[src/rtl/lav_pkg.sv]
// ----------------------------------------------------------------------------
// lav_pkg
// Shared constants for the look-at view matrix pipeline.
// ----------------------------------------------------------------------------
package lav_pkg;

  localparam int FRAC_BITS_DEF  = 16;
  localparam int COORD_BITS_DEF = 32;

  // port widths of the result item
  localparam int AXIS_W  = 18;
  localparam int SHIFT_W = 32;

  // vectors are scaled so the largest magnitude sits in [2^29, 2^30)
  localparam int SCALE_W    = 30;
  localparam int SUMSQ_W    = 2 * SCALE_W + 2;
  localparam int ROOT_W     = SCALE_W + 1;
  localparam int ROOT_STEPS = 32;

endpackage

[src/rtl/lav_scale.sv]
// ----------------------------------------------------------------------------
// lav_scale
// Two-stage block scaler: finds the bit length of the largest magnitude of a
// 3-vector and shifts every component so that magnitude lands in [2^29, 2^30).
// ----------------------------------------------------------------------------
module lav_scale #(
  parameter int IW = 32,
  parameter int SW = 1
) (
  input  logic                              clk,
  input  logic                              rst,
  input  logic                              en,
  input  logic                              in_valid,
  input  logic signed [IW-1:0]              src [3],
  input  logic        [SW-1:0]              side_in,
  output logic                              out_valid,
  output logic signed [lav_pkg::SCALE_W:0]  scaled [3],
  output logic        [SW-1:0]              side_out
);

  localparam int SCW = lav_pkg::SCALE_W;
  localparam int LW  = $clog2(IW + 1);
  localparam int XW  = IW + SCW;
  localparam logic [LW-1:0] TOP = LW'(SCW);

  logic [IW-1:0] mag_c [3];
  logic          neg_c [3];
  logic [IW-1:0] all_bits;
  logic [LW-1:0] len_c;

  logic          v1;
  logic [IW-1:0] mag1 [3];
  logic          neg1 [3];
  logic [LW-1:0] len1;
  logic [SW-1:0] side1;

  logic [XW-1:0]         wide_c [3];
  logic signed [SCW:0]   sc_c [3];

  logic                  v2;
  logic signed [SCW:0]   sc2 [3];
  logic [SW-1:0]         side2;

  always_comb begin
    all_bits = '0;
    for (int i = 0; i < 3; i++) begin
      neg_c[i] = src[i][IW-1];
      mag_c[i] = neg_c[i] ? $unsigned(-src[i]) : $unsigned(src[i]);
      all_bits = all_bits | mag_c[i];
    end
    // bit length of the OR equals bit length of the max
    len_c = '0;
    for (int k = 0; k < IW; k++) begin
      if (all_bits[k]) begin
        len_c = LW'(k + 1);
      end
    end
  end

  always_comb begin
    for (int i = 0; i < 3; i++) begin
      if (len1 > TOP) begin
        wide_c[i] = {{SCW{1'b0}}, mag1[i]} >> (len1 - TOP);
      end else begin
        wide_c[i] = {{SCW{1'b0}}, mag1[i]} << (TOP - len1);
      end
      sc_c[i] = neg1[i] ? -$signed({1'b0, wide_c[i][SCW-1:0]})
                        : $signed({1'b0, wide_c[i][SCW-1:0]});
    end
  end

  always_ff @(posedge clk) begin
    if (rst) begin
      v1 <= 1'b0;
      v2 <= 1'b0;
    end else if (en) begin
      v1 <= in_valid;
      v2 <= v1;
    end
  end

  always_ff @(posedge clk) begin
    if (en) begin
      mag1  <= mag_c;
      neg1  <= neg_c;
      len1  <= len_c;
      side1 <= side_in;
      sc2   <= sc_c;
      side2 <= side1;
    end
  end

  assign out_valid = v2;
  assign scaled    = sc2;
  assign side_out  = side2;

endmodule

[config.mk]
export PLATFORM = sky130hd
export DESIGN_NAME = lav_scale
export DESIGN_NICKNAME = d
export VERILOG_FILES = /design/src/rtl/lav_pkg.sv /design/src/rtl/lav_scale.sv
export SDC_FILE = /design/constraint.sdc
export NUM_CORES = 1
export LEC_CHECK = 0
export ABC_AREA = 1
export BUFFER_PORTS_ARGS = -buffer_cell sky130_fd_sc_hd__buf_2
export CORE_MARGIN = 2
export CORE_UTILIZATION = 40
export CTS_BUF_LIST = sky130_fd_sc_hd__clkbuf_4 sky130_fd_sc_hd__clkbuf_8 sky130_fd_sc_hd__clkbuf_16
export DETAILED_ROUTE_END_ITERATION = 10
export PLACE_DENSITY_LB_ADDON = 0.25
export SLEW_MARGIN = 15
export SYNTH_ARGS = -nofsm -noshare
export SYNTH_HDL_FRONTEND = slang
export SYNTH_SLANG_ARGS = --single-unit
[constraint.sdc]
create_clock -name clk -period 5.5 [get_ports clk]
set_clock_uncertainty 0.2 [all_clocks]
set_input_delay 1.1 -clock clk [delete_from_list [all_inputs] [get_ports clk]]
set_output_delay 1.1 -clock clk [all_outputs]
set_load 0.005 [all_outputs]
==> metrics.cfg <==
[synthesis]
netlist_top_cells_area=edfxtp_1 (30%), nand2_1 (13%), nor2_1 (7.1%)
ys.flop_type=edfxtp_1
netlist_area_um2=20300
synth_area_leader_cell=edfxtp_1
netlist_instances=3084
synth_top_area_share=0.295
ys_ff_latch=202
synth_edf_count=200
seq_area_frac_synth=0.297
ys_async_sr_fraction=0
ys_types=69
syn_nets=3194
yosysWarnings=0
avgSynthCellArea_um2=6.59

[global_routing]
grt-ovfl-total=0
antenna_found_initial=2
grt_pass1_wl_um=110000
grt_max_degree=160
grt_use_total=0.266
grt_pass1_vias=18661

[cts]
postCtsHoldBufs=0
htreeDepth=1
clk_path_buf_depth=3
cts_buffers=22
clkTransAtPathRegs_ns=0.06
cts_resized=0
cts_root_buf=clkbuf_16
cts.sinks=202
cts_tree=yes
cts_setup_buffers=0
clock_latency_ns=0.54

[detailed_routing]
drt_pass1_iterations=6
drc=0
dr.first_iter.drc_count=2289
vias=20907
wl_per_cell_um=18.6
viasPerCell=5.43
ant_nets=0
routed_wl_um=71700

[sta]
slew_viol_final=0
holdWs_ns=0.222
fmax_mhz=210
layout_min_cycle_time_ns=4.77
period_share=0.867
grt_setup_unrepaired=false
maxSlewHeadroom=0.338
setup-tns-final_ns=0
tightestPinTransition_ns=0.993
hold_violations=0
finalSetupViolCount=0

[setup_path]
end_kind=register
worst_ep_arrival_time_ns=4.84
crit_top_cell=nand2_1
slowest_delay_ns=0.51
critPathTopFamily=simple AND/OR/NAND/NOR gates
slowest_stage=edfxtp_1
path_buf_inv=3
crit_chain=inv_4 > buf_4 > nand2_1 > o21ai_2 > nand2_1 > o21ai_1 > nor2_1 > a31oi_1 > nand2_1 > o21ai_1 > o22ai_1 > a22oi_2 > ha_1 > nand2_1 > nor3_2 > inv_2 > nor2_2 > nand4_2 > nor2_2 > nand2_1 > nand2_1 > o21ai_1 > a21oi_2 > xnor2_1
cp-start-kind=register
worstPathRequired_ns=5.57
crit_type=register to register
path_max_fanout=53

[finish]
syn2layout_area_growth_pct=10.9
mostFrequentLayoutCells=nand2_1 (719), nor2_1 (380), inv_1 (343)
nets=3274
regArea_um2=6050
multi_input_area_um2=12000
final_util=0.449
layout-drive-gt1-share=0.125
final_common_cell=nand2_1
nFillCells=5340

[power]
powerDensity_nw_per_um2=289
ir_drop_v=0.000194
p_leak_nw=10.3
power.total_mw=6.51

[floorplan]
start_util=0.405
io_pins=196
die_y_um=229
design.die.area_um2=52600
std_cell_rows=82
core_um2=50200
fp.dieW_um=229

[placed_design]
port_buffers=195
place.gp.congestion=1.01
hpwl_um=57900

[outcome]
outcome=finished, final reports clean

[min_path]
hp-class=register to register

[job]
maxCapViolations=0

[power breakdown]
group / leakage (nW) / internal (mW) / total [mW] / switching [mW]
Clock: 0.381 / 0.960 / 1.59 / 0.631
Sequential: 1.99 / 1.97 / 2.11 / 0.137
Combinational: 7.94 / 0.893 / 2.81 / 1.92
[synth_stat cells, types with 6 or more instances]
cell type    n
a211oi_1    12
a21oi_1     90
a31oi_1     40
buf_1       36
buf_2       67
buf_4        9
buf_6       12
clkbuf_1    62
edfxtp_1   200
ha_1         9
inv_1      345
inv_2       22
mux2i_1     39
nand2_1    719
nand3_1    101
nand3b_1    10
nand4_1     22
nor2_1     382
nor2_2      14
nor3_1      43
nor4_1      13
o211ai_1    19
o21a_1      29
o21ai_0    284
o21ai_1    164
o21ai_2     14
o221ai_1    10
o22ai_1     22
o31ai_1      9
o32ai_1      6
or2_0        7
or2_1       24
or2_2       17
xnor2_1     37
xor2_1     119
[cells by family after synthesis]
| group | Yosys count | synth area share |
|---|---|---|
| adders and majority gates | 9 | 0.00554 |
| muxes | 39 | 0.0192 |
| and+or+nand+nor | 1372 | 0.282 |
| DFF | 202 | 0.297 |
| xor gates and xnor gates | 156 | 0.0672 |
| buffers and inverters | 559 | 0.114 |
| AOI/OAI and AO/OA | 747 | 0.214 |
[sequential cells by signal (all words and copies together) (netlist names)]
signal,count
out_valid,1
side1,1
neg1,3
mag1,96
v1,1
side_out,1
len1,6
scaled,93
[final cells by class]
| class | count | share of cell area |
|---|---|---|
| Clock inverter | 16 | 0.00905 |
| Tap cell | 672 | 0.0373 |
| Multi-Input combinational cell | 2323 | 0.534 |
| Sequential cell | 202 | 0.268 |
| Inverter | 373 | 0.0624 |
| Antenna cell | 1 | 0.000111 |
| Timing Repair Buffer | 242 | 0.0627 |
| Clock buffer | 24 | 0.0259 |
[layer usage]
layer,up-vias,global-route usage,share of wire
met2,977,0.402,0.43
met3,106,0.0581,0.098
met4,0,0.0718,0.026
li1,10377,-,-
met5,-,0,0
met1,9447,0.382,0.45
[worst reg2reg max path: cells and delay by family (launching register included)]
family          cells  cell delay, ns
compound gates      8            1.27
xor+xnor            1            0.07
fa+ha+maj           1            0.20
buf+inv             3            0.94
flops               1            0.51
simple gates       11            1.31
[through the flow]
stage | worst slack (ns) | cells | cell area (um2)
after detailed placement | 0.604 | 3812 | 21700
after floorplan | 1.48 | 3084 | 20300
after global routing | 0.297 | 3852 | 22500
after global placement | 0.701 | 3812 | 21700
final | 0.729 | 3853 | 22500
after CTS | 0.841 | 3852 | 22500
[worst paths after layout]
| path | slack, ns | from | to | cells past startpoint |
|---|---|---|---|---|
| max reg2reg | 0.73 | len1[0]$_SDFFCE_PP0P_ | scaled[28]$_DFFE_PP_ | 24 |
| min | 0.22 | side1$_DFFE_PP_ | side_out$_DFFE_PP_ | 0 |
| max | 0.73 | len1[0]$_SDFFCE_PP0P_ | scaled[28]$_DFFE_PP_ | 24 |
| min reg2reg | 0.22 | side1$_DFFE_PP_ | side_out$_DFFE_PP_ | 0 |
Note: power is estimated with default switching activity, not from simulation.
